$ cat src/rtl/gpio_port_with_edge_interrupts_macros.svh
// Assertion macros shared by the GPIO port RTL.
`ifndef GPIO_PORT_WITH_EDGE_INTERRUPTS_MACROS_SVH
`define GPIO_PORT_WITH_EDGE_INTERRUPTS_MACROS_SVH

// Check a consequence in the same cycle; expects clk and rst in scope.
`define GPIOEI_ASSERT_SAME(label, ante, cons) \
  label: assert property (@(posedge clk) disable iff (rst) (ante) |-> (cons)) \
    else $error("gpio port check failed");

// Check a consequence in the following cycle; expects clk and rst in scope.
`define GPIOEI_ASSERT_NEXT(label, ante, cons) \
  label: assert property (@(posedge clk) disable iff (rst) (ante) |=> (cons)) \
    else $error("gpio port check failed");

`endif

$ cat src/rtl/gpioei_pkg.sv
// Types, codes and pin masks for the GPIO port with edge interrupts.
package gpioei_pkg;

  localparam int NUM_PINS = 16;

  // Implemented-pin masks for 1-, 2- and 4-bit per-pin fields
  localparam logic [15:0] PIN_MASK   = 16'((64'h1 << NUM_PINS) - 64'h1);
  localparam logic [31:0] FIELD2_MASK = 32'((64'h1 << (2 * NUM_PINS)) - 64'h1);
  localparam int AF_LO_PINS = (NUM_PINS < 8) ? NUM_PINS : 8;
  localparam int AF_HI_PINS = (NUM_PINS > 8) ? (NUM_PINS - 8) : 0;
  localparam logic [31:0] AF_LO_MASK = 32'((64'h1 << (4 * AF_LO_PINS)) - 64'h1);
  localparam logic [31:0] AF_HI_MASK = 32'((64'h1 << (4 * AF_HI_PINS)) - 64'h1);

  localparam logic [1:0] MODE_OUTPUT    = 2'b01;
  localparam logic [1:0] MODE_ALTERNATE = 2'b10;

  typedef enum logic [1:0] {
    FUNC_READ   = 2'd0,
    FUNC_WRITE  = 2'd1,
    FUNC_SAMPLE = 2'd2
  } func_t;

  typedef enum logic [3:0] {
    REG_MODE    = 4'd0,
    REG_OTYPE   = 4'd1,
    REG_SPEED   = 4'd2,
    REG_PULL    = 4'd3,
    REG_IDR     = 4'd4,
    REG_ODR     = 4'd5,
    REG_AFLOW   = 4'd6,
    REG_AFHIGH  = 4'd7,
    REG_RISE    = 4'd8,
    REG_FALL    = 4'd9,
    REG_MASK    = 4'd10,
    REG_PENDING = 4'd11
  } reg_sel_t;

  typedef struct packed {
    logic [1:0]  func;
    logic [3:0]  reg_sel;
    logic [31:0] write_data;
    logic [15:0] pin_levels;
  } item_t;

  typedef struct packed {
    logic [31:0] read_data;
    logic [15:0] pin_drive;
    logic [15:0] pin_out_enable;
    logic        irq;
  } result_t;

endpackage

$ cat src/rtl/gpioei_regs.sv
// Register bank, edge detector and result logic of the GPIO port.
`include "gpio_port_with_edge_interrupts_macros.svh"

module gpioei_regs (
  input  logic                clk,
  input  logic                rst,
  input  logic                accept,
  input  gpioei_pkg::item_t   item,
  output gpioei_pkg::result_t result
);

  logic [31:0] mode_bits, mode_bits_next;
  logic [15:0] out_type_bits, out_type_bits_next;
  logic [31:0] speed_bits, speed_bits_next;
  logic [31:0] pull_bits, pull_bits_next;
  logic [15:0] input_data, input_data_next;
  logic [15:0] output_data, output_data_next;
  logic [31:0] altfn_low, altfn_low_next;
  logic [31:0] altfn_high, altfn_high_next;
  logic [15:0] rise_select, rise_select_next;
  logic [15:0] fall_select, fall_select_next;
  logic [15:0] irq_mask, irq_mask_next;
  logic [15:0] pending_flags, pending_flags_next;

  logic [15:0] levels_now;
  logic [15:0] rising;
  logic [15:0] falling;
  logic [15:0] wdata16;
  logic [31:0] rdata;
  logic [15:0] out_en;

  assign levels_now = item.pin_levels & gpioei_pkg::PIN_MASK;
  assign rising     = levels_now & ~input_data;
  assign falling    = ~levels_now & input_data;
  assign wdata16    = item.write_data[15:0] & gpioei_pkg::PIN_MASK;

  // Select the register for a read
  always_comb begin
    unique case (item.reg_sel)
      gpioei_pkg::REG_MODE:    rdata = mode_bits;
      gpioei_pkg::REG_OTYPE:   rdata = {16'h0, out_type_bits};
      gpioei_pkg::REG_SPEED:   rdata = speed_bits;
      gpioei_pkg::REG_PULL:    rdata = pull_bits;
      gpioei_pkg::REG_IDR:     rdata = {16'h0, input_data};
      gpioei_pkg::REG_ODR:     rdata = {16'h0, output_data};
      gpioei_pkg::REG_AFLOW:   rdata = altfn_low;
      gpioei_pkg::REG_AFHIGH:  rdata = altfn_high;
      gpioei_pkg::REG_RISE:    rdata = {16'h0, rise_select};
      gpioei_pkg::REG_FALL:    rdata = {16'h0, fall_select};
      gpioei_pkg::REG_MASK:    rdata = {16'h0, irq_mask};
      gpioei_pkg::REG_PENDING: rdata = {16'h0, pending_flags};
      default:                 rdata = 32'h0;
    endcase
  end

  // Work out the state after the item
  always_comb begin
    mode_bits_next     = mode_bits;
    out_type_bits_next = out_type_bits;
    speed_bits_next    = speed_bits;
    pull_bits_next     = pull_bits;
    input_data_next    = input_data;
    output_data_next   = output_data;
    altfn_low_next     = altfn_low;
    altfn_high_next    = altfn_high;
    rise_select_next   = rise_select;
    fall_select_next   = fall_select;
    irq_mask_next      = irq_mask;
    pending_flags_next = pending_flags;
    unique case (item.func)
      gpioei_pkg::FUNC_WRITE: begin
        unique case (item.reg_sel)
          gpioei_pkg::REG_MODE:   mode_bits_next  = item.write_data & gpioei_pkg::FIELD2_MASK;
          gpioei_pkg::REG_OTYPE:  out_type_bits_next = wdata16;
          gpioei_pkg::REG_SPEED:  speed_bits_next = item.write_data & gpioei_pkg::FIELD2_MASK;
          gpioei_pkg::REG_PULL:   pull_bits_next  = item.write_data & gpioei_pkg::FIELD2_MASK;
          gpioei_pkg::REG_ODR:    output_data_next = wdata16;
          gpioei_pkg::REG_AFLOW:  altfn_low_next  = item.write_data & gpioei_pkg::AF_LO_MASK;
          gpioei_pkg::REG_AFHIGH: altfn_high_next = item.write_data & gpioei_pkg::AF_HI_MASK;
          gpioei_pkg::REG_RISE:   rise_select_next = wdata16;
          gpioei_pkg::REG_FALL:   fall_select_next = wdata16;
          gpioei_pkg::REG_MASK:   irq_mask_next    = wdata16;
          // Clear pending bits written as one
          gpioei_pkg::REG_PENDING: pending_flags_next = pending_flags & ~wdata16;
          // Input data is read-only; unknown selects drop the write
          default: ;
        endcase
      end
      gpioei_pkg::FUNC_SAMPLE: begin
        pending_flags_next = pending_flags
                           | (((rising & rise_select) | (falling & fall_select))
                              & gpioei_pkg::PIN_MASK);
        input_data_next    = levels_now;
      end
      default: ;
    endcase
  end

  // Output enable for pins in general output or alternate mode
  always_comb begin
    out_en = 16'h0;
    for (int p = 0; p < 16; p++) begin
      if (mode_bits_next[2*p +: 2] == gpioei_pkg::MODE_OUTPUT ||
          mode_bits_next[2*p +: 2] == gpioei_pkg::MODE_ALTERNATE) begin
        out_en[p] = 1'b1;
      end
    end
  end

  assign result.read_data      = (item.func == gpioei_pkg::FUNC_READ) ? rdata : 32'h0;
  assign result.pin_drive      = output_data_next;
  assign result.pin_out_enable = out_en & gpioei_pkg::PIN_MASK;
  assign result.irq            = |(pending_flags_next & irq_mask_next);

  // Update the register bank on an accepted item
  always_ff @(posedge clk) begin
    if (rst) begin
      mode_bits     <= '0;
      out_type_bits <= '0;
      speed_bits    <= '0;
      pull_bits     <= '0;
      input_data    <= '0;
      output_data   <= '0;
      altfn_low     <= '0;
      altfn_high    <= '0;
      rise_select   <= '0;
      fall_select   <= '0;
      irq_mask      <= '0;
      pending_flags <= '0;
    end else if (accept) begin
      mode_bits     <= mode_bits_next;
      out_type_bits <= out_type_bits_next;
      speed_bits    <= speed_bits_next;
      pull_bits     <= pull_bits_next;
      input_data    <= input_data_next;
      output_data   <= output_data_next;
      altfn_low     <= altfn_low_next;
      altfn_high    <= altfn_high_next;
      rise_select   <= rise_select_next;
      fall_select   <= fall_select_next;
      irq_mask      <= irq_mask_next;
      pending_flags <= pending_flags_next;
    end
  end

  // A write never sets a pending flag
  `GPIOEI_ASSERT_NEXT(a_write_no_set, accept && item.func == gpioei_pkg::FUNC_WRITE, (pending_flags & ~$past(pending_flags)) == 16'h0)
  // Only a sample moves the input data
  `GPIOEI_ASSERT_NEXT(a_idr_sample_only, accept && item.func != gpioei_pkg::FUNC_SAMPLE, $stable(input_data))
  // A sample raises pending flags only on pins with an edge selected
  `GPIOEI_ASSERT_NEXT(a_pend_selected, accept && item.func == gpioei_pkg::FUNC_SAMPLE, (pending_flags & ~$past(pending_flags) & ~($past(rise_select) | $past(fall_select))) == 16'h0)

endmodule

$ cat src/rtl/gpio_port_with_edge_interrupts.sv
// Top level of the 16-pin GPIO port with edge interrupts.
//
// Each item (register read, register write or pin sample) updates the register bank and
// the result register at the edge that accepts it, and the result shows on the output
// in the following cycle with the state left after the item. One item is accepted
// every cycle while the output side takes results; the single result register is the
// only buffer, so while a result is held a stall on the output stalls the input in the
// same cycle.
`include "gpio_port_with_edge_interrupts_macros.svh"

module gpio_port_with_edge_interrupts (
  input  logic        clk,
  input  logic        rst,
  input  logic        in_valid,
  output logic        in_stall,
  input  logic [1:0]  func,
  input  logic [3:0]  reg_sel,
  input  logic [31:0] write_data,
  input  logic [15:0] pin_levels,
  output logic        out_valid,
  input  logic        out_stall,
  output logic [31:0] read_data,
  output logic [15:0] pin_drive,
  output logic [15:0] pin_out_enable,
  output logic        irq
);

  gpioei_pkg::item_t   item;
  gpioei_pkg::result_t result_next;
  gpioei_pkg::result_t result;
  logic                accept;

  assign item.func       = func;
  assign item.reg_sel    = reg_sel;
  assign item.write_data = write_data;
  assign item.pin_levels = pin_levels;

  // Hold the input while a result waits on a stalled output
  assign in_stall = out_valid & out_stall;
  assign accept   = in_valid & ~in_stall;

  gpioei_regs u_regs (
    .clk    (clk),
    .rst    (rst),
    .accept (accept),
    .item   (item),
    .result (result_next)
  );

  // Result register
  always_ff @(posedge clk) begin
    if (rst) begin
      out_valid <= 1'b0;
    end else begin
      out_valid <= accept | (out_valid & out_stall);
    end
  end

  always_ff @(posedge clk) begin
    if (accept) begin
      result <= result_next;
    end
  end

  assign read_data      = result.read_data;
  assign pin_drive      = result.pin_drive;
  assign pin_out_enable = result.pin_out_enable;
  assign irq            = result.irq;

  // An accepted item always leaves a result behind
  `GPIOEI_ASSERT_NEXT(a_accept_result, accept, out_valid)
  // The input only stalls behind a held result
  `GPIOEI_ASSERT_SAME(a_stall_held, in_stall, out_valid && out_stall)
  // A held result keeps its value
  `GPIOEI_ASSERT_NEXT(a_result_hold, out_valid && out_stall, $stable(result))

endmodule

$ cat config.mk
export PLATFORM = sky130hd
export DESIGN_NAME = gpio_port_with_edge_interrupts
export DESIGN_NICKNAME = d
export VERILOG_FILES = /design/src/rtl/gpioei_pkg.sv /design/src/rtl/gpioei_regs.sv /design/src/rtl/gpio_port_with_edge_interrupts.sv
export VERILOG_INCLUDE_DIRS = /design/src /design/src/rtl
export SDC_FILE = /design/constraint.sdc
export NUM_CORES = 1
export LEC_CHECK = 0
export BUFFER_PORTS_ARGS = -buffer_cell sky130_fd_sc_hd__buf_2
export CAP_MARGIN = 10
export CORE_ASPECT_RATIO = 0.9
export CORE_MARGIN = 4
export CORE_UTILIZATION = 31
export CTS_BUF_LIST = sky130_fd_sc_hd__clkbuf_4 sky130_fd_sc_hd__clkbuf_8 sky130_fd_sc_hd__clkbuf_16
export CTS_CLUSTER_DIAMETER = 80
export CTS_CLUSTER_SIZE = 30
export DETAILED_ROUTE_END_ITERATION = 7
export SLEW_MARGIN = 20
export SYNTH_ARGS = -nofsm -noshare
export SYNTH_HDL_FRONTEND = slang
export SYNTH_HIERARCHICAL = 1
export SYNTH_SLANG_ARGS = --single-unit
$ cat constraint.sdc
create_clock -name clk -period 3.2 [get_ports clk]
set_clock_uncertainty 0.1 [all_clocks]
set_input_delay 0.16 -clock clk [delete_from_list [all_inputs] [get_ports clk]]
set_output_delay 0.16 -clock clk [all_outputs]
set_load 0.01 [all_outputs]
==> results.txt <==
The net count of the mapped netlist came out at about 1.8k. The post-placement cell area is 16200 um2. The total wirelength of the detailed-routed design is 53.6 mm. For this run, the top clock speed supported by timing is roughly 420 MHz.

The register area is about 7400 um2. Once the floorplan was initialized, standard cells occupied 31.3% of the core. Setup repair after global routing left no endpoint under its margin.

The proportion of total power due to net switching is between 20% and 30%. The number of enable flip-flop cells after synthesis is 65. The number of gates resized after CTS came out at 0.

Sequential cells account for between 50% and 60% of the total power. The largest fanout on the critical path is 23. The number of fillers in the final layout came out at between 4k and 5k. The longest clock path from root to sink contains 3 buffers. The count of buffers inserted at the top-level ports is about 120. STA classifies the critical path endpoint as a flip-flop. The residual overflow from global routing came out at 0. The sink count of the clock tree came out at about 340. In this run the clock root is driven by a clkbuf_16. The floorplan step set the die height to ~220 um. The setup slack of the most critical reg-to-reg path came out at about 0.83 ns.

The overall die area came out at 51900 um2. The core area is 47800 um2. The total number of vias is about 13k. In this run the static leakage power is around 6 nW.

The reported max-cap violation count came out at 0. By area the synthesized netlist is led by dfxtp_1 (37%), edfxtp_1 (13%), nand2_1 (11%). Counting instances, the worst hold path has a depth of 2.

In the final routed layout, each cell accounts on average for between 20 and 25 um. In this run the number of H-tree levels came out at 1. By instance count, the leading cell after synthesis is nand2_1. The count of cells along the worst register-to-register path came out at 5.

The first-pass GRT wire length came out at between 70 and 80 mm. STA classifies the critical path startpoint as a flip-flop. The area growth from synthesis to layout is 16.9%. The flip-flop cell with the highest count after synthesis is dfxtp_1. The count of synthesis-stage warnings from yosys is 6. The total net switching power came out at 2.23 mW. The worst setup path is of the flip-flop to flip-flop kind. The number of global-route vias before repair came to between 10k and 15k. The CTS buffer count came out at 22. The footprint of the multi-input gates is between 6000 and 7000 um2.

The clock latency of the later-clocked register in the worst-skew pair came out at around 0.57 ns. The placed wire-length estimate came out at between 30 and 40 mm. The largest net degree at the start of global routing came out at 90. The final instance area came out at approximately 17000 um2.

The largest total area in the synthesized netlist belongs to dfxtp_1. The post-layout total power came out at around 8.4 mW. The detail route stage leaves a number of antenna-violating nets equal to 0.

For this run, asynchronously set or reset flops after synthesis account for 0%. The path class of the tightest hold or removal check is input pin to flip-flop. The share of layout cells above drive strength 1 is ~14%.

The library cell contributing the largest single delay on the critical path is nand2_1. The combined global-route utilization of all metal layers is between 10% and 20%. The initial antenna violation count came out at 0. The number of DRC violations after detailed-routing iteration 0 came out at between 1k and 1.5k. The max-slew violation total from the final report came out at 0. The clock transition at the registers of the reported paths is roughly 0.090 ns. TritonCTS built the clock tree. In this run, distinct cell masters in the synthesized netlist total between 40 and 50. In this run the cell area of the synthesized design comes to 15000 um2. The number of rows created at floorplan came out at 76.

The flip-flop and latch count after synthesis came out at between 300 and 400. At the end of the flow the core is filled with cells to between 30% and 40%. The combinational power share came out at under 10%. During I/O placement, the number of pins put on the boundary was ~130.

The commonest cells after synthesis are nand2_1 (455), dfxtp_1 (273), a21oi_1 (230), clkbuf_1 (85), a22oi_1 (71). The maximum ir drop on the vdd rail came out at roughly 320 uV. The number of hold violations in the final report came out at 0. The cell repeated most along the worst path is nand2_1. The sequential area share after synthesis came out at 49.6%. Measured against its own limit, the worst slew margin works out to just under 40%.

Walking the worst path, the cells encountered are and2_4 -> nor2b_4 -> nand2_1 -> nand2_1 -> a21oi_1. After technology mapping, the gate count stands at 1709. The run finished with clean final reports. The final period utilization came out at between 70% and 80%. The power per cell area came out at ~480 nW/um2. The final weighted congestion of routability-driven global placement came out at 0.921. In the routed design, unresolved DRC markers number 0.

Internal power comes to just over 6 mW. In the final design database the tool counted 1876 nets. Counting I/O delays and the setup requirement, the final critical path takes about 2.4 ns. The overall die width is between 200 and 250 um.

At the pin with the least slew margin, the transition time is between 0.9 and 1 ns. The area share of the largest cell type after synthesis came out at approximately 37%. STA puts the critical path data required time at ~3.5 ns. The detailed-route vias per instance came out at between 5 and 6. In this run the mean area of a mapped cell was around 9 um2. For the worst setup path, the data arrival time is 2.70 ns. The clock share of power is approximately two fifths.

The number of iterations in the first detailed-routing pass came out at 7. The final-layout setup total negative slack came out at 0 ns. The worst stage delay on the critical path is roughly 0.75 ns. Setup violations remaining at the end of the flow were counted as 0.
==> power by group through the flow <==
stage	clock, mW	combinational, mW	sequential (mW)
2_1_floorplan	0	0.289	4.54
3_3_place_gp	0	0.550	4.53
4_1_cts	3.38	0.609	4.44
5_1_grt	3.54	0.654	4.44
6_report	3.31	0.614	4.44
3_5_place_dp	0	0.559	4.53
==> path summary, 6_finish.rpt <==
path,start,endpoint
min reg2reg,u_regs/pull_bits[17],u_regs/pull_bits[17]
min,rst,out_valid
max reg2reg,out_valid,u_regs/input_data[14]
max,out_valid,u_regs/input_data[14]
==> metrics by stage <==
stage / std cells / hold slack, ns / setup slack, ns
2_1_floorplan: 1709 / 0.132 / 0.285
3_3_place_gp: 2365 / 0.285 / 0.571
3_5_place_dp: 2365 / 0.304 / 0.607
4_1_cts: 2455 / 0.0269 / 0.814
5_1_grt: 2455 / 0.0372 / 0.720
6_report: 2456 / 0.0368 / 0.830
==> sequential cells by signal, summed over array words and instances, names as in the netlist <==
register and count:
u_regs/altfn_low 32, u_regs/speed_bits 32, u_regs/pending_flags 16, irq 1
u_regs/altfn_high 32, u_regs/input_data 16, u_regs/out_type_bits 16, u_regs/fall_select 16
read_data 32, u_regs/mode_bits 32, u_regs/rise_select 16, u_regs/pull_bits 32
u_regs/irq_mask 16, out_valid 1, pin_out_enable 16, pin_drive 16
u_regs/output_data 16
==> cell type report <==
| cell class | count | area share (%) |
|---|---|---|
| sequential | 338 | 42.4 |
| multi-input combinational | 1198 | 38.8 |
| timing repair buffer | 234 | 9.18 |
| tap | 624 | 4.46 |
| clock buffer | 26 | 3.56 |
| clock inverter | 14 | 1.14 |
| inverter | 21 | 0.451 |
| antenna | 1 | 0.0143 |
==> layer usage <==
| metal | share of wire, % | track usage (%) |
|---|---|---|
| met1 | 43 | 26.6 |
| met2 | 47 | 32.7 |
| met3 | 6.5 | 2.32 |
| met4 | 3.6 | 7.51 |
| met5 | 0 | 0 |
==> placed cells by master, fill, tap and decap left out, drive strengths merged, types with 13 or more instances in the layout <==
cell type	count
buf	183
mux2i	42
nand3b	32
a22oi	71
a221oi	40
xor2	16
dlygate4sd3	50
nand3	20
inv	28
edfxtp	65
a31oi	31
a22o	27
a21oi	230
dfxtp	273
nor2	64
mux2	16
nand2	456
o21ai	41
a21o	24
a222oi	13
clkbuf	27
and3	17
xnor2	16
==> worst max-delay path, delay by kind of cell (launching register included) <==
family	cells	cell delay, ns
AND/OR/NAND/NOR	4	1.71
AO/OA/AOI/OAI	1	0.09
flip-flops	1	0.34
==> cells by family after synthesis <==
logic type	Yosys count	synth area share [%]
and+or+nand+nor	614	18.0
AOI/OAI and AO/OA	491	20.8
DFF	338	49.6
buffers and inverters	173	5.33
muxes	58	4.21
xor gates and xnor gates	32	1.87
adders and majority gates	3	0.251
==> timing repair <==
action,in CTS,in global routing
setup buffers,0,0
endpoints found under the hold margin,244,0
hold buffers,50,0
(Power assumes the default switching activity.)
